**src/bgd_pkg.sv**
```systemverilog
// Shared types, codes and lookup functions for the button gesture decoder.
// No dependencies; imported by bgd_step and button_gesture_decoder_core.
package bgd_pkg;

    localparam logic [9:0] CODE_VOLDOWN = 10'd114;
    localparam logic [9:0] CODE_VOLUP   = 10'd115;
    localparam logic [9:0] CODE_POWER   = 10'd116;

    localparam logic [4:0] EV_KEY      = 5'd1;
    localparam logic [1:0] KV_RELEASE  = 2'd0;
    localparam logic [1:0] KV_PRESS    = 2'd1;
    localparam logic [1:0] KV_REPEAT   = 2'd2;
    localparam logic       OP_KEY      = 1'b0;
    localparam logic       OP_TICK     = 1'b1;

    localparam logic [2:0] MASK_VOLUP   = 3'b001;
    localparam logic [2:0] MASK_VOLDOWN = 3'b010;
    localparam logic [2:0] MASK_POWER   = 3'b100;

    localparam logic [3:0] GID_NONE        = 4'd0;
    localparam logic [3:0] GID_CLICK       = 4'd1;
    localparam logic [3:0] GID_DOUBLE      = 4'd4;
    localparam logic [3:0] GID_LONG        = 4'd7;
    localparam logic [3:0] GID_UP_DOWN     = 4'd10;
    localparam logic [3:0] GID_UP_POWER    = 4'd11;
    localparam logic [3:0] GID_DOWN_POWER  = 4'd12;
    localparam logic [3:0] GID_ALL         = 4'd13;

    localparam logic [3:0] MA_NONE     = 4'd0;
    localparam logic [3:0] MA_PREV     = 4'd1;
    localparam logic [3:0] MA_NEXT     = 4'd2;
    localparam logic [3:0] MA_SELECT   = 4'd3;
    localparam logic [3:0] MA_BACK     = 4'd4;
    localparam logic [3:0] MA_HIDE     = 4'd5;
    localparam logic [3:0] MA_PGPREV   = 4'd6;
    localparam logic [3:0] MA_PGNEXT   = 4'd7;
    localparam logic [3:0] MA_STATUS   = 4'd8;
    localparam logic [3:0] MA_LOG      = 4'd9;
    localparam logic [3:0] MA_RESERVED = 4'd10;

    localparam logic [1:0] CLICKS_ONE = 2'd1;
    localparam logic [1:0] CLICKS_TWO = 2'd2;

    localparam logic       CFG_DOUBLE_CLICK = 1'b0;
    localparam logic       CFG_LONG_PRESS   = 1'b1;
    localparam logic [15:0] DOUBLE_CLICK_RST = 16'd400;
    localparam logic [15:0] LONG_PRESS_RST   = 16'd800;

    typedef struct packed {
        logic        op;
        logic [4:0]  event_type;
        logic [9:0]  key_code;
        logic [1:0]  key_value;
        logic [31:0] now_ms;
    } item_t;

    typedef struct packed {
        logic        pending_flag;
        logic        second_click_flag;
        logic [2:0]  held_mask;
        logic [2:0]  seen_mask;
        logic [9:0]  first_key;
        logic [2:0]  first_mask;
        logic [31:0] press_time;
        logic [9:0]  pending_key;
        logic [2:0]  pending_bits;
        logic [31:0] release_time;
        logic [31:0] pending_length;
    } state_t;

    typedef struct packed {
        logic        gesture_valid;
        logic [3:0]  gesture_id;
        logic [3:0]  menu_action;
        logic [9:0]  gesture_key;
        logic [2:0]  button_mask;
        logic [1:0]  click_count;
        logic [31:0] press_duration;
        logic        click_parked;
        logic [15:0] wait_left_ms;
    } result_t;

    function automatic logic [2:0] mask_of_key(input logic [9:0] code);
        case (code)
            CODE_VOLUP:   mask_of_key = MASK_VOLUP;
            CODE_VOLDOWN: mask_of_key = MASK_VOLDOWN;
            CODE_POWER:   mask_of_key = MASK_POWER;
            default:      mask_of_key = 3'b000;
        endcase
    endfunction

    // click / double / long id for a single button; long wins over double
    function automatic logic [3:0] single_id(input logic [9:0] code, input logic two,
                                             input logic is_long);
        logic [3:0] k;
        logic       ok;
        begin
            ok = 1'b1;
            case (code)
                CODE_VOLUP:   k = 4'd0;
                CODE_VOLDOWN: k = 4'd1;
                CODE_POWER:   k = 4'd2;
                default: begin
                    k  = 4'd0;
                    ok = 1'b0;
                end
            endcase
            if (!ok)
                single_id = GID_NONE;
            else if (is_long)
                single_id = GID_LONG + k;
            else if (two)
                single_id = GID_DOUBLE + k;
            else
                single_id = GID_CLICK + k;
        end
    endfunction

    function automatic logic [3:0] combo_of_mask(input logic [2:0] m);
        case (m)
            3'b011:  combo_of_mask = GID_UP_DOWN;
            3'b101:  combo_of_mask = GID_UP_POWER;
            3'b110:  combo_of_mask = GID_DOWN_POWER;
            3'b111:  combo_of_mask = GID_ALL;
            default: combo_of_mask = GID_NONE;
        endcase
    endfunction

    function automatic logic [3:0] menu_of_id(input logic [3:0] id);
        case (id)
            4'd1:    menu_of_id = MA_PREV;
            4'd2:    menu_of_id = MA_NEXT;
            4'd3:    menu_of_id = MA_SELECT;
            4'd4:    menu_of_id = MA_PGPREV;
            4'd5:    menu_of_id = MA_PGNEXT;
            4'd6:    menu_of_id = MA_BACK;
            4'd7:    menu_of_id = MA_PGPREV;
            4'd8:    menu_of_id = MA_PGNEXT;
            4'd9:    menu_of_id = MA_RESERVED;
            4'd10:   menu_of_id = MA_BACK;
            4'd11:   menu_of_id = MA_STATUS;
            4'd12:   menu_of_id = MA_LOG;
            4'd13:   menu_of_id = MA_HIDE;
            default: menu_of_id = MA_NONE;
        endcase
    endfunction

endpackage

```
**src/bgd_step.sv**
```systemverilog
// Next-state and result logic for one item of the gesture decoder.
// Pure combinational; uses bgd_pkg.
module bgd_step
    import bgd_pkg::*;
(
    input  item_t       item,
    input  state_t      cur,
    input  logic [15:0] double_click_ms,
    input  logic [15:0] long_press_ms,
    output state_t      nxt,
    output result_t     res
);

    logic [2:0]  m;
    logic [31:0] el;
    logic [31:0] dur;
    logic        due;
    logic        pend_long;
    logic        dur_long;
    logic        in_window;
    logic        emit;
    logic        set_pending;
    logic [2:0]  held_after;

    assign m         = mask_of_key(item.key_code);
    assign el        = item.now_ms - cur.release_time;
    assign dur       = item.now_ms - cur.press_time;
    assign due       = el >= {16'd0, double_click_ms};
    assign in_window = el <= {16'd0, double_click_ms};
    assign pend_long = cur.pending_length >= {16'd0, long_press_ms};
    assign dur_long  = dur >= {16'd0, long_press_ms};
    assign held_after = cur.held_mask & ~m;

    always_comb begin
        nxt         = cur;
        res         = '0;
        emit        = 1'b0;
        set_pending = 1'b0;

        if (item.op == OP_TICK) begin
            if (cur.pending_flag && due)
                emit = 1'b1;
        end else if (item.event_type == EV_KEY && m != 3'b000) begin
            if (item.key_value == KV_PRESS) begin
                if (cur.pending_flag) begin
                    if (m == cur.pending_bits && cur.held_mask == 3'b000 && in_window) begin
                        nxt.pending_flag      = 1'b0;
                        nxt.second_click_flag = 1'b1;
                        nxt.held_mask         = m;
                        nxt.seen_mask         = m;
                        nxt.first_key         = item.key_code;
                        nxt.first_mask        = m;
                        nxt.press_time        = item.now_ms;
                    end else begin
                        emit = 1'b1;   // press consumed
                    end
                end else if (cur.held_mask == 3'b000) begin
                    nxt.second_click_flag = 1'b0;
                    nxt.held_mask         = m;
                    nxt.seen_mask         = m;
                    nxt.first_key         = item.key_code;
                    nxt.first_mask        = m;
                    nxt.press_time        = item.now_ms;
                end else begin
                    nxt.held_mask = cur.held_mask | m;
                    nxt.seen_mask = cur.seen_mask | m;
                end
            end else if (item.key_value == KV_RELEASE && (cur.held_mask & m) != 3'b000) begin
                nxt.held_mask = held_after;
                if (held_after == 3'b000) begin
                    if ((cur.seen_mask & (cur.seen_mask - 3'd1)) != 3'b000) begin
                        res.gesture_valid  = 1'b1;
                        res.gesture_id     = combo_of_mask(cur.seen_mask);
                        res.gesture_key    = cur.first_key;
                        res.button_mask    = cur.seen_mask;
                        res.click_count    = CLICKS_ONE;
                        res.press_duration = dur;
                        nxt.seen_mask      = 3'b000;
                    end else if (cur.second_click_flag) begin
                        res.gesture_valid     = 1'b1;
                        res.gesture_id        = single_id(cur.first_key, 1'b1, dur_long);
                        res.gesture_key       = cur.first_key;
                        res.button_mask       = cur.first_mask;
                        res.click_count       = CLICKS_TWO;
                        res.press_duration    = dur;
                        nxt.seen_mask         = 3'b000;
                        nxt.second_click_flag = 1'b0;
                    end else if (dur_long) begin
                        res.gesture_valid  = 1'b1;
                        res.gesture_id     = single_id(cur.first_key, 1'b0, 1'b1);
                        res.gesture_key    = cur.first_key;
                        res.button_mask    = cur.first_mask;
                        res.click_count    = CLICKS_ONE;
                        res.press_duration = dur;
                        nxt.seen_mask      = 3'b000;
                    end else begin
                        set_pending        = 1'b1;
                        nxt.pending_flag   = 1'b1;
                        nxt.pending_key    = cur.first_key;
                        nxt.pending_bits   = cur.first_mask;
                        nxt.release_time   = item.now_ms;
                        nxt.pending_length = dur;
                    end
                end
            end
        end

        if (emit) begin
            res.gesture_valid  = 1'b1;
            res.gesture_id     = single_id(cur.pending_key, 1'b0, pend_long);
            res.gesture_key    = cur.pending_key;
            res.button_mask    = cur.pending_bits;
            res.click_count    = CLICKS_ONE;
            res.press_duration = cur.pending_length;
            nxt.pending_flag   = 1'b0;
        end

        res.menu_action  = menu_of_id(res.gesture_id);
        res.click_parked = nxt.pending_flag;
        // a fresh park starts at now, so the full window is left
        if (set_pending)
            res.wait_left_ms = double_click_ms;
        else if (nxt.pending_flag && !due)
            res.wait_left_ms = double_click_ms - el[15:0];
        else
            res.wait_left_ms = 16'd0;
    end

endmodule

```
**src/button_gesture_decoder_core.sv**
```systemverilog
// Pipeline: accepted items enter the input register and are decoded into the result register.
// Throughput: one item per cycle unless m_ready stalls the output; the decode state is updated
// in the same cycle the result register loads, so back-to-back items see each other's effects.
// Reset (aresetn low, synchronous): decode state cleared, double_click_ms = 400,
// long_press_ms = 800, both pipeline stages empty. Config writes always accepted.
module button_gesture_decoder_core
    import bgd_pkg::*;
(
    input  logic        aclk,
    input  logic        aresetn,

    input  logic        cfg_valid,
    output logic        cfg_ready,
    input  logic        cfg_index,
    input  logic [15:0] cfg_data,

    input  logic        s_valid,
    output logic        s_ready,
    input  logic        s_op,
    input  logic [4:0]  s_event_type,
    input  logic [9:0]  s_key_code,
    input  logic [1:0]  s_key_value,
    input  logic [31:0] s_now_ms,

    output logic        m_valid,
    input  logic        m_ready,
    output logic        m_gesture_valid,
    output logic [3:0]  m_gesture_id,
    output logic [3:0]  m_menu_action,
    output logic [9:0]  m_gesture_key,
    output logic [2:0]  m_button_mask,
    output logic [1:0]  m_click_count,
    output logic [31:0] m_press_duration,
    output logic        m_click_parked,
    output logic [15:0] m_wait_left_ms
);

    logic [15:0] double_click_reg;
    logic [15:0] long_press_reg;
    item_t       item_reg;
    logic        item_valid_reg;
    state_t      state_reg;
    state_t      state_next;
    result_t     result_reg;
    result_t     result_next;
    logic        out_valid_reg;
    logic        advance;

    assign cfg_ready = 1'b1;
    assign advance   = item_valid_reg && (!out_valid_reg || m_ready);
    assign s_ready   = !item_valid_reg || advance;

    always_ff @(posedge aclk) begin
        if (!aresetn) begin
            double_click_reg <= DOUBLE_CLICK_RST;
            long_press_reg   <= LONG_PRESS_RST;
        end else if (cfg_valid) begin
            case (cfg_index)
                CFG_DOUBLE_CLICK: double_click_reg <= cfg_data;
                CFG_LONG_PRESS:   long_press_reg   <= cfg_data;
                default: ;
            endcase
        end
    end

    always_ff @(posedge aclk) begin
        if (!aresetn) begin
            item_valid_reg <= 1'b0;
        end else if (s_ready) begin
            item_valid_reg <= s_valid;
        end
        if (s_valid && s_ready) begin
            item_reg.op         <= s_op;
            item_reg.event_type <= s_event_type;
            item_reg.key_code   <= s_key_code;
            item_reg.key_value  <= s_key_value;
            item_reg.now_ms     <= s_now_ms;
        end
    end

    bgd_step u_step (
        .item            (item_reg),
        .cur             (state_reg),
        .double_click_ms (double_click_reg),
        .long_press_ms   (long_press_reg),
        .nxt             (state_next),
        .res             (result_next)
    );

    always_ff @(posedge aclk) begin
        if (!aresetn) begin
            state_reg     <= '0;
            out_valid_reg <= 1'b0;
        end else begin
            if (advance)
                state_reg <= state_next;
            if (advance)
                out_valid_reg <= 1'b1;
            else if (m_ready)
                out_valid_reg <= 1'b0;
        end
        if (advance)
            result_reg <= result_next;
    end

    assign m_valid          = out_valid_reg;
    assign m_gesture_valid  = result_reg.gesture_valid;
    assign m_gesture_id     = result_reg.gesture_id;
    assign m_menu_action    = result_reg.menu_action;
    assign m_gesture_key    = result_reg.gesture_key;
    assign m_button_mask    = result_reg.button_mask;
    assign m_click_count    = result_reg.click_count;
    assign m_press_duration = result_reg.press_duration;
    assign m_click_parked   = result_reg.click_parked;
    assign m_wait_left_ms   = result_reg.wait_left_ms;

    // a parked click only exists with all buttons up
    a_pending_idle: assert property (@(posedge aclk) disable iff (!aresetn)
        state_reg.pending_flag |-> state_reg.held_mask == 3'b000)
        else $error("click parked while a button is held");

    a_held_seen: assert property (@(posedge aclk) disable iff (!aresetn)
        (state_reg.held_mask & ~state_reg.seen_mask) == 3'b000)
        else $error("held button missing from seen mask");

    a_no_gesture_zero: assert property (@(posedge aclk) disable iff (!aresetn)
        out_valid_reg && !result_reg.gesture_valid |->
            result_reg.gesture_id == GID_NONE && result_reg.click_count == 2'd0 &&
            result_reg.press_duration == 32'd0)
        else $error("result fields set without a gesture");

    a_wait_only_pending: assert property (@(posedge aclk) disable iff (!aresetn)
        out_valid_reg && !result_reg.click_parked |-> result_reg.wait_left_ms == 16'd0)
        else $error("wait left reported with nothing pending");

    a_clicks: assert property (@(posedge aclk) disable iff (!aresetn)
        out_valid_reg && result_reg.gesture_valid |->
            result_reg.click_count == CLICKS_ONE || result_reg.click_count == CLICKS_TWO)
        else $error("gesture with bad click count");

endmodule

```
**config.mk**
```make
export PLATFORM = sky130hd
export DESIGN_NAME = button_gesture_decoder_core
export DESIGN_NICKNAME = d
export VERILOG_FILES = /design/src/bgd_pkg.sv /design/src/bgd_step.sv /design/src/button_gesture_decoder_core.sv
export SDC_FILE = /design/constraint.sdc
export NUM_CORES = 1
export LEC_CHECK = 0
export BUFFER_PORTS_ARGS = -buffer_cell sky130_fd_sc_hd__buf_2
export CAP_MARGIN = 25
export CORE_MARGIN = 2
export CORE_UTILIZATION = 38
export DETAILED_ROUTE_END_ITERATION = 10
export SYNTH_ARGS = -nofsm -noshare
export SYNTH_HDL_FRONTEND = slang
export SYNTH_SLANG_ARGS = --single-unit
```
**constraint.sdc**
```tcl
create_clock -name aclk -period 5.11 [get_ports aclk]
set_input_delay 0 -clock aclk [delete_from_list [all_inputs] [get_ports aclk]]
set_output_delay 0 -clock aclk [all_outputs]
set_load 0.01 [all_outputs]
```
==> results of run 1 <==
stage by stage:
stage	TNS (ps)	hold WS, ps	utilization, %	setup slack [ps]	instance area, sq um
2_1_floorplan	0	98.87	-	40.94	17150
3_3_place_gp	-12650	177.5	42.72	-210.6	18970
3_5_place_dp	-35650	178.2	42.72	-457.4	18970
4_1_cts	-532.6	5.252	47.30	-50.06	21010
5_1_grt	-13230	52.83	49.64	-175.0	22040
6_report	-0.4086	17.80	49.64	-0.4086	22040
layout make-up:
| class | instances | area, sq um | area share (%) |
|---|---|---|---|
| flip-flops and latches | 287 | 6977 | 31.65 |
| well taps | 592 | 740.7 | 3.360 |
| multi-input cells | 1378 | 9993 | 45.33 |
| repair buffers | 331 | 2689 | 12.20 |
| clock buffers | 50 | 983.4 | 4.461 |
| clock inverters | 12 | 132.6 | 0.6016 |
| inverters | 140 | 529.3 | 2.401 |
layer usage:
metal,GRT usage (%),wire [microns],share of wire (%),up-vias
met5,0,0,0,-
met1,27.07,22910,46,7013
met3,3.046,2371,4.8,66
met2,31.45,23130,47,336
met4,7.100,1234,2.5,0
li1,-,-,-,7337
worst max-delay path: cells and delay by family (launching register included):
kind                     cells  cell delay (ps)
AO/OA/AOI/OAI               12             2050
XOR/XNOR                     1              150
adder cells (fa/ha/maj)      3              770
buffers and inverters        6              770
flip-flops                   1              400
AND/OR/NAND/NOR              4              690
cells in the mapped netlist (19+ instances only):
| library cell | number |
|---|---|
| a21boi_0 | 75 |
| and3_1 | 34 |
| o211ai_1 | 21 |
| nand4_1 | 19 |
| nand2b_1 | 21 |
| inv_1 | 140 |
| a22o_1 | 56 |
| nand2_1 | 275 |
| nor2b_1 | 63 |
| mux2i_1 | 49 |
| ha_1 | 128 |
| xnor2_1 | 31 |
| xor2_1 | 27 |
| nor2_1 | 69 |
| nor3_1 | 25 |
| nand3_1 | 28 |
| edfxtp_1 | 123 |
| clkbuf_1 | 57 |
| a21oi_1 | 102 |
| dfxtp_1 | 164 |
| o21ai_0 | 85 |
| a21o_1 | 49 |
power breakdown:
| group | total (W) | switching, W | leakage (nW) | internal, W |
|---|---|---|---|---|
| registers | 0.00250 | 0.0000443 | 2.51 | 0.00245 |
| logic | 0.000886 | 0.000495 | 5.53 | 0.000391 |
| clock network | 0.00243 | 0.000981 | 0.550 | 0.00145 |
| total | 0.00581 | 0.00152 | 8.59 | 0.00429 |
cells by family (layout without fill, tap and decap cells):
| kind of cell | Yosys count | after routing | synth area share [%] |
|---|---|---|---|
| other | 1 | 1 | 0.02186 |
| buffers and inverters | 222 | 533 | 5.092 |
| AO/OA/AOI/OAI | 520 | 520 | 20.82 |
| adder cells (fa/ha/maj) | 131 | 131 | 9.687 |
| XOR/XNOR | 58 | 58 | 2.962 |
| multiplexers | 53 | 53 | 3.122 |
| flip-flops | 287 | 287 | 40.67 |
| AND/OR/NAND/NOR | 615 | 615 | 17.62 |
repair_timing:
| action | 4_1_cts | 5_1_grt |
|---|---|---|
| setup buffers | 5 | 12 |
| gates resized for setup | 31 | 205 |
| pin swaps | 16 | 53 |
| cloned | 2 | 16 |
| hold buffers | 71 | 0 |
| endpoints found under the setup margin | 195 | 202 |
| endpoints found under the hold margin | 84 | 0 |
layout by cell type, fill, tap and decap left out, types with 39 or more instances in the layout:
master and n:
clkbuf_16 46, buf_4 79, o21ai_0 79, nor2_1 65, inv_1 135, nor2b_1 62
ha_1 126, a21oi_1 95, a21o_1 49, nand2_2 44, mux2i_1 49, a22o_1 56
edfxtp_1 123, nand2_1 225, dfxtp_1 164, dlygate4sd3_1 71, a21boi_1 39, buf_2 145
worst max path at each step:
stage | start | endpoint | depth (start not counted)
2_1_floorplan | item_reg[0]$_DFFE_PP_ | m_wait_left_ms[7]$_DFFE_PP_ | 21
3_3_place_gp | item_reg[0]$_DFFE_PP_ | m_menu_action[3]$_SDFFCE_PN0P_ | 24
3_5_place_dp | item_reg[0]$_DFFE_PP_ | m_menu_action[3]$_SDFFCE_PN0P_ | 24
4_1_cts | item_reg[0]$_DFFE_PP_ | state_reg[82]$_SDFFE_PN0P_ | 24
5_1_grt | item_reg[0]$_DFFE_PP_ | m_menu_action[3]$_SDFFCE_PN0P_ | 26
6_report | item_reg[0]$_DFFE_PP_ | m_menu_action[3]$_SDFFCE_PN0P_ | 26
==> out/metrics.cfg, run 1 <==
[outcome]
status=finished with violations
violations=negative setup slack

[global_route]
grtUsageTotal_pct=19.72
grt_pass1_wl_microns=74430
grt_max_degree=87
grt-ovfl-total=0
antenna_found_initial=0
grt_pass1_vias=13868

[critical_path]
slowest_delay_ps=400
cp.arrival_ps=5420
crit_slowest_cell=edfxtp_1
worstRegToRegCells=26
cp-start-kind=flip-flop
end_kind=flip-flop
cpMostUsedCell=a21o_1
cp.required_ps=5420
path_class=reg -> reg
r2r_end=m_menu_action[3]$_SDFFCE_PN0P_
path_max_fanout=6
r2r_slack_ps=-0.4
r2r_start=item_reg[0]$_DFFE_PP_

[clocking]
cts.path.max_buffers=3
clockRootBuffer=clkbuf_16
clock_latency_ps=550
clock-sinks=287
cts_max_level=2
cts_buffers=34
cts_tree=done
clkTransAtPathRegs_ps=60

[synth]
synth_nets=2090
ys_seq_elements=287
synth_ff_type=dfxtp_1
synth_area_leaders=edfxtp_1, dfxtp_1, ha_1
synthArstFlopShare_pct=0
postSynthAreaPerCell_sq_um=9.090
yosysUniqueCellTypes=78
yosysSeqAreaShare_pct=40.67
synth_top_area_share_pct=21.53
synth_area_leader_cell=edfxtp_1
synth_edf_count=123
syn_area_sq_mm=0.01715
synth_cells=1887
synth_warnings=0

[placement]
routabilityCongestion=0.8925
dp_hpwl_microns=34420
dpl.cell_count=2624
io_buffers=146

[route]
post-route-drc-count=0
finalWirelength_microns=49640
vias_per_cell=5.287
vias=14752
ant_nets=0
drt_iter0_drc=905
wl_per_cell_microns=17.79
drt-pass1-iter-count=5

[power]
p_leak_nw=8.591
ir_drop_v=0.0001778
power.density_mw_per_mm2=263.6
design_power_total_w=0.005812

[layout]
layout.nets=2375
drive_gt1_share_pct=21.52
stdcell_count=2790
area_growth_pct=28.52
n_antenna_cell=0
nFillCells=4157
largest_reg_flops=130

[timing]
clock_skew_ps=14.87
slew_headroom_pct=46.86
worst_pin_slew_ps=797.0
period_needed_ps=5110
slew_viol_final=0
final_hold_viol_count=0
period_share_pct=100.0
grt_setup_unrepaired=yes
worst_slack_ps=-0.4086
fmax_ghz=0.1957
setup_viol=1

[worst_hold_path]
hold_end=state_reg[116]$_SDFFE_PN0P_
min_from=aresetn
hp-class=in -> reg
min_path_cells=2

[run]
max_cap_violations=0

[die]
io_pins=148
fp.coreArea_sq_mm=0.04441
die_w_microns=216.5
die_h_microns=216.5
std_cell_rows=77
start_util_pct=38.62
dieArea_sq_mm=0.04685

Power figures use the tool's default switching activity.
==> run 2: changes to the inputs <==
--- a/config.mk
+++ b/config.mk
@@ -5,11 +5,11 @@
 export SDC_FILE = /design/constraint.sdc
 export NUM_CORES = 1
 export LEC_CHECK = 0
-export BUFFER_PORTS_ARGS = -buffer_cell sky130_fd_sc_hd__buf_2
-export CAP_MARGIN = 25
 export CORE_MARGIN = 2
 export CORE_UTILIZATION = 38
 export DETAILED_ROUTE_END_ITERATION = 10
+export DONT_BUFFER_PORTS = 1
+export SLEW_MARGIN = 10
 export SYNTH_ARGS = -nofsm -noshare
 export SYNTH_HDL_FRONTEND = slang
 export SYNTH_SLANG_ARGS = --single-unit
==> run 2 against run 1 <==
Sequential share of layout area increased by 1.8 points. Core utilization fell by 2.6 points. The flow still finishes with violations (negative setup slack). Final cell count fell by 5.0%. Cell area shrank 5.3%. Non-clock buffer count shrank 139. Largest cell class unchanged. Routed wire length shrank 2.9%.
==> out/metrics.cfg, run 2 (same netlist as run 1, synthesis figures left out) <==
[global_route]
grt_pass1_vias=13420
grt_pass1_wl_microns=73620
grtUsageTotal_pct=19.55
top_usage_layer=met2
antenna_found_initial=0
grt-ovfl-total=0
use_met1_pct=27.52
grt_use_met2_pct=31.82
met3_usage_pct=2.765
grt_max_degree=162

[timing]
final_hold_viol_count=0
slew_headroom_pct=54.07
period_share_pct=100.5
slew_viol_final=0
fmax_ghz=0.1948
clock_skew_ps=15.26
worst_pin_slew_ps=688.9
grt_setup_unrepaired=yes
period_needed_ps=5135
setup_viol=1
worst_slack_ps=-24.79

[critical_path]
end_kind=flip-flop
cp-start-kind=flip-flop
slowest_delay_ps=590
path_class=reg -> reg
cp_top_family=compound AO/OA/AOI/OAI gates
crit_slowest_cell=or4_4
cp.required_ps=5550
path_max_fanout=15
worstPathBufferInverterCount=4
worstRegToRegCells=24
path_cells=inv_2, ha_4, inv_2, fa_2, a21o_1, o2111a_1, or2_4, a21o_1, a21o_1, xor2_2, ha_1, and4_4, nand2_4, a21o_1, a31oi_2, a2111oi_2, buf_4, o2111ai_4, or4_4, nor2_2, o211a_4, buf_12, mux2i_2, nor2b_1
cpMostUsedCell=a21o_1
cp.depth=24
cp.arrival_ps=5570

[layout]
n_antenna_cell=0
layout_commonest_cell=nand2_1
largest_reg_flops=130
layout_common_cells=nand2_1, dfxtp_1, inv_1
stdcell_count=2651
layout.nets=2236
area_growth_pct=21.72
post-route-util_pct=47.01
drive_gt1_share_pct=11.07

[power]
power_frac_seq_pct=43.3
p_clk_share_pct=42.8
p_sw_share_pct=26.03
ir_drop_v=0.0001828
p_sw_w=0.001511
p_leak_nw=7.938
power.density_mw_per_mm2=278.1
p_comb_share_pct=13.9
internal_power_w=0.004295

[route]
post-route-drc-count=0
vias_per_cell=5.336
wl_per_cell_microns=18.18
ant_nets=0
drt-pass1-iter-count=6
finalWirelength_microns=48200
vias=14145
drt_iter0_drc=930

[outcome]
status=finished with violations
violations=negative setup slack

[placement]
dpl.cell_count=2483
dp_hpwl_microns=34190
io_buffers=0
dp_slack_ps=-395.6
routabilityCongestion=0.8786

[worst_hold_path]
min_path_cells=3
hp-class=in -> reg

[die]
start_util_pct=38.62
dieArea_sq_mm=0.04685
die_w_microns=216.5
io_pins=148
std_cell_rows=77
die_h_microns=216.5
fp.coreArea_sq_mm=0.04441

[clocking]
cts_tree=done
clock-sinks=287
cts_max_level=2
cts_buffers=34
clockRootBuffer=clkbuf_16
cts.path.max_buffers=3
clock_latency_ps=550
clkTransAtPathRegs_ps=60

[run]
max_cap_violations=0

## run 2: cell count changes in the layout (fill, tap and decap cells not counted), moves of 16 or more
cell,previous run,this run
nand2_1,225,274
and3_4,16,0
a21boi_1,39,15
buf_2,145,0
a21boi_2,19,0
a21boi_0,31,74
nand2_2,44,0
and3_1,17,33
## run 2: layout make-up
type                       count  area [sq um]
sequential                   287          6977
tap                          592         740.7
clock buffer                  52          1021
multi-input combinational   1378          9593
clock inverter                10         125.1
timing repair buffer         192          1894
inverter                     140         526.8
fill                        4182         23540
## run 2: worst paths after layout
| check | from | endpoint | slack [ps] |
|---|---|---|---|
| worst max-delay path | item_reg[0]$_DFFE_PP_ | state_reg[92]$_SDFFE_PN0P_ | -20 |
| worst min-delay path | cfg_valid | long_press_reg[6]$_SDFFE_PN0P_ | 50 |
| worst max register to register | item_reg[0]$_DFFE_PP_ | state_reg[92]$_SDFFE_PN0P_ | -20 |
| worst min register to register | state_reg[52]$_SDFFE_PN0P_ | state_reg[52]$_SDFFE_PN0P_ | 460 |
## run 2: worst min-delay path, cell delays in order
cell and delay [ps]:
and2_1 320, nand2_1 150, a21boi_0 60
## run 2: power by group through the flow
stage | logic (W) | clock network (W) | registers [W]
global route | 0.000894 | 0.00264 | 0.00252
finish | 0.000807 | 0.00249 | 0.00251
detailed placement | 0.000688 | 0 | 0.00256
floorplan | 0.000502 | 0 | 0.00254
global placement | 0.000680 | 0 | 0.00256
CTS | 0.000777 | 0.00255 | 0.00251
## run 2: what timing repair did
action	4_1_cts	5_1_grt
cloned	1	9
resized for setup	23	51
hold buffers	86	0
pin swaps	4	33
endpoints found under the setup margin	185	196
endpoints found under the hold margin	214	0
buffers inserted	2	9
## run 2: metrics by stage
step                TNS, ps  cell area [sq um]  power [W]  hold WS, ps
floorplan                 0              17150   0.003044        98.87
global placement      -9691              18290   0.003244        98.93
detailed placement   -19550              18290   0.003252        98.92
CTS                       0              20440   0.005837        7.267
global route         -14610              20880   0.006052        61.83
finish               -24.79              20880   0.005806        46.40
## run 2: per-layer routing
layer | wire length, microns | part of all wire [%]
met1 | 22620 | 47
met3 | 2263 | 4.7
met2 | 22500 | 47
met4 | 806 | 1.7
met5 | 0 | 0
==> run 3: changes to the inputs <==
==> constraint.sdc (replaced) <==
create_clock -name aclk -period 5.55 [get_ports aclk]
set_input_delay 0 -clock aclk [delete_from_list [all_inputs] [get_ports aclk]]
set_output_delay 0 -clock aclk [all_outputs]
set_load 0.01 [all_outputs]
==> run 3 against run 2 <==
Highest routed layer unchanged. Setup slack improved by 270 ps. Non-clock buffer count decreased by 63. Sequential power shrank 8%. Cell area fell by 4.4%. Sequential share of layout area rose by 1.6 points. Core utilization is 2.1 points lower. Sequential cell count did not move. Total power shrank 13%. The run now ends clean.
==> out/metrics.cfg, run 3 (same netlist as run 1, synthesis figures left out) <==
[die]
fp.coreArea_sq_mm=0.04441
die_h_microns=216.5
io_pins=148
std_cell_rows=77
die_w_microns=216.5
dieArea_sq_mm=0.04685
start_util_pct=38.62

[clocking]
clock_latency_ps=600
clock-sinks=287
clkTransAtPathRegs_ps=60
cts_max_level=1
cts_buffers=31
cts.path.max_buffers=3
cts_tree=done
clockRootBuffer=clkbuf_16

[power]
p_comb_share_pct=13.6
power_frac_seq_pct=45.7
p_clk_share_pct=40.7
power.density_mw_per_mm2=254.1
p_sw_share_pct=26.54
p_sw_w=0.001346
p_leak_nw=7.452
ir_drop_v=0.0002357
internal_power_w=0.003724

[route]
drt_iter0_drc=1044
finalWirelength_microns=46530
vias_per_cell=5.399
wl_per_cell_microns=18.00
drt-pass1-iter-count=5
post-route-drc-count=0
ant_nets=0
vias=13957

[layout]
area_growth_pct=16.30
stdcell_count=2585
layout_commonest_cell=nand2_1
layout.nets=2170
drive_gt1_share_pct=6.727
largest_reg_flops=130
layout_common_cells=nand2_1, dfxtp_1, inv_1
final_area_sq_mm=0.01995

[timing]
period_share_pct=95.67
clock_skew_ps=21.40
setup_viol=0
grt_setup_unrepaired=no
slew_headroom_pct=28.33
final_hold_viol_count=0
fin_tns_setup_ps=0
slew_viol_final=0
fmax_ghz=0.1883
period_needed_ps=5309
worst_slack_ps=240.5
worst_pin_slew_ps=1075

[critical_path]
cp.required_ps=5880
cp-start-kind=flip-flop
r2r_slack_ps=240
path_class=reg -> reg
end_kind=flip-flop
cp.arrival_ps=5640
path_max_fanout=43

[placement]
dp_hpwl_microns=33900
io_buffers=0
placedInstanceArea_sq_mm=0.01788
dp_slack_ps=-177.1
routabilityCongestion=0.8666
dpl.cell_count=2433

[run]
max_cap_violations=0

[global_route]
grt_pass1_vias=13483
grt_max_degree=165
antenna_found_initial=1
grt_pass1_wl_microns=74000
grt-ovfl-total=0
grtUsageTotal_pct=19.38

[worst_hold_path]
hp-class=in -> reg

[outcome]
status=completed

-- run 3: cell types whose count changed in the layout (fill, tap and decap cells not counted), sizes merged --
cell,before,now
buf,102,42
clkbuf,57,39
clkinv,6,16
clkinvlp,1,0
diode,0,1
dlygate4sd3,85,86
inv,141,142
-- run 3: repair_timing --
action,in CTS,in global routing
hold buffers,87,0
pin swaps,0,3
gates resized for setup,2,19
setup endpoints to repair,52,200
buffers inserted,0,5
gates cloned,0,1
hold endpoints to repair,214,0
-- run 3: layout make-up --
cell class | count | area [sq um]
Inverter | 140 | 526.8
Sequential cell | 287 | 6977
Multi-Input combinational cell | 1378 | 9439
Tap cell | 592 | 740.7
Clock inverter | 20 | 170.2
Fill cell | 4269 | 24460
Clock buffer | 38 | 843.3
Antenna cell | 1 | 2.502
Timing Repair Buffer | 129 | 1250
-- run 3: routing by layer --
layer,vias to the layer above,routed length [microns],global-route usage [%]
met3,58,1931,1.811
met2,317,21470,31.52
met4,0,890,4.566
met5,-,0,0
li1,6924,-,-
met1,6658,22240,27.77
-- run 3: worst paths after layout --
check / startpoint / end / cells after the start
setup reg to reg: item_reg[0]$_DFFE_PP_ / m_press_duration[4]$_DFFE_PP_ / 22
hold / removal: s_now_ms[25] / item_reg[25]$_DFFE_PP_ / 1
setup / recovery: item_reg[0]$_DFFE_PP_ / m_press_duration[4]$_DFFE_PP_ / 22
hold reg to reg: state_reg[32]$_SDFFE_PN0P_ / state_reg[32]$_SDFFE_PN0P_ / 2
-- run 3: critical path, cell delays in order, from the launching register on --
cell and delay (ps):
edfxtp_1 420, inv_2 90, ha_2 170, inv_1 50, fa_1 400, a21o_1 190
o2111a_1 170, or2_4 280, a21o_1 170, a21o_1 190, xor2_2 200, ha_4 250
and4_1 220, nand2_1 100, a21o_1 90, a31oi_1 50, a2111oi_2 380, buf_4 220
nand2b_1 80, o41ai_2 510, a21oi_4 180, buf_4 330, a22o_1 300
-- run 3: power by group through the flow --
stage               clock (W)  sequential, W  combinational (W)
finish                0.00206        0.00232           0.000691
global route          0.00219        0.00232           0.000768
global placement            0        0.00236           0.000591
floorplan                   0        0.00234           0.000462
CTS                   0.00212        0.00232           0.000675
detailed placement          0        0.00236           0.000599
-- run 3: stage by stage --
step                      hold WS [ps]  total power, W  utilization, %
after global routing             11.59        0.005282           44.92
after floorplan                  98.87        0.002803               -
after CTS                        1.238        0.005110           44.56
final                            29.01        0.005070           44.92
after global placement           98.93        0.002952           40.25
after detailed placement         98.93        0.002962           40.25
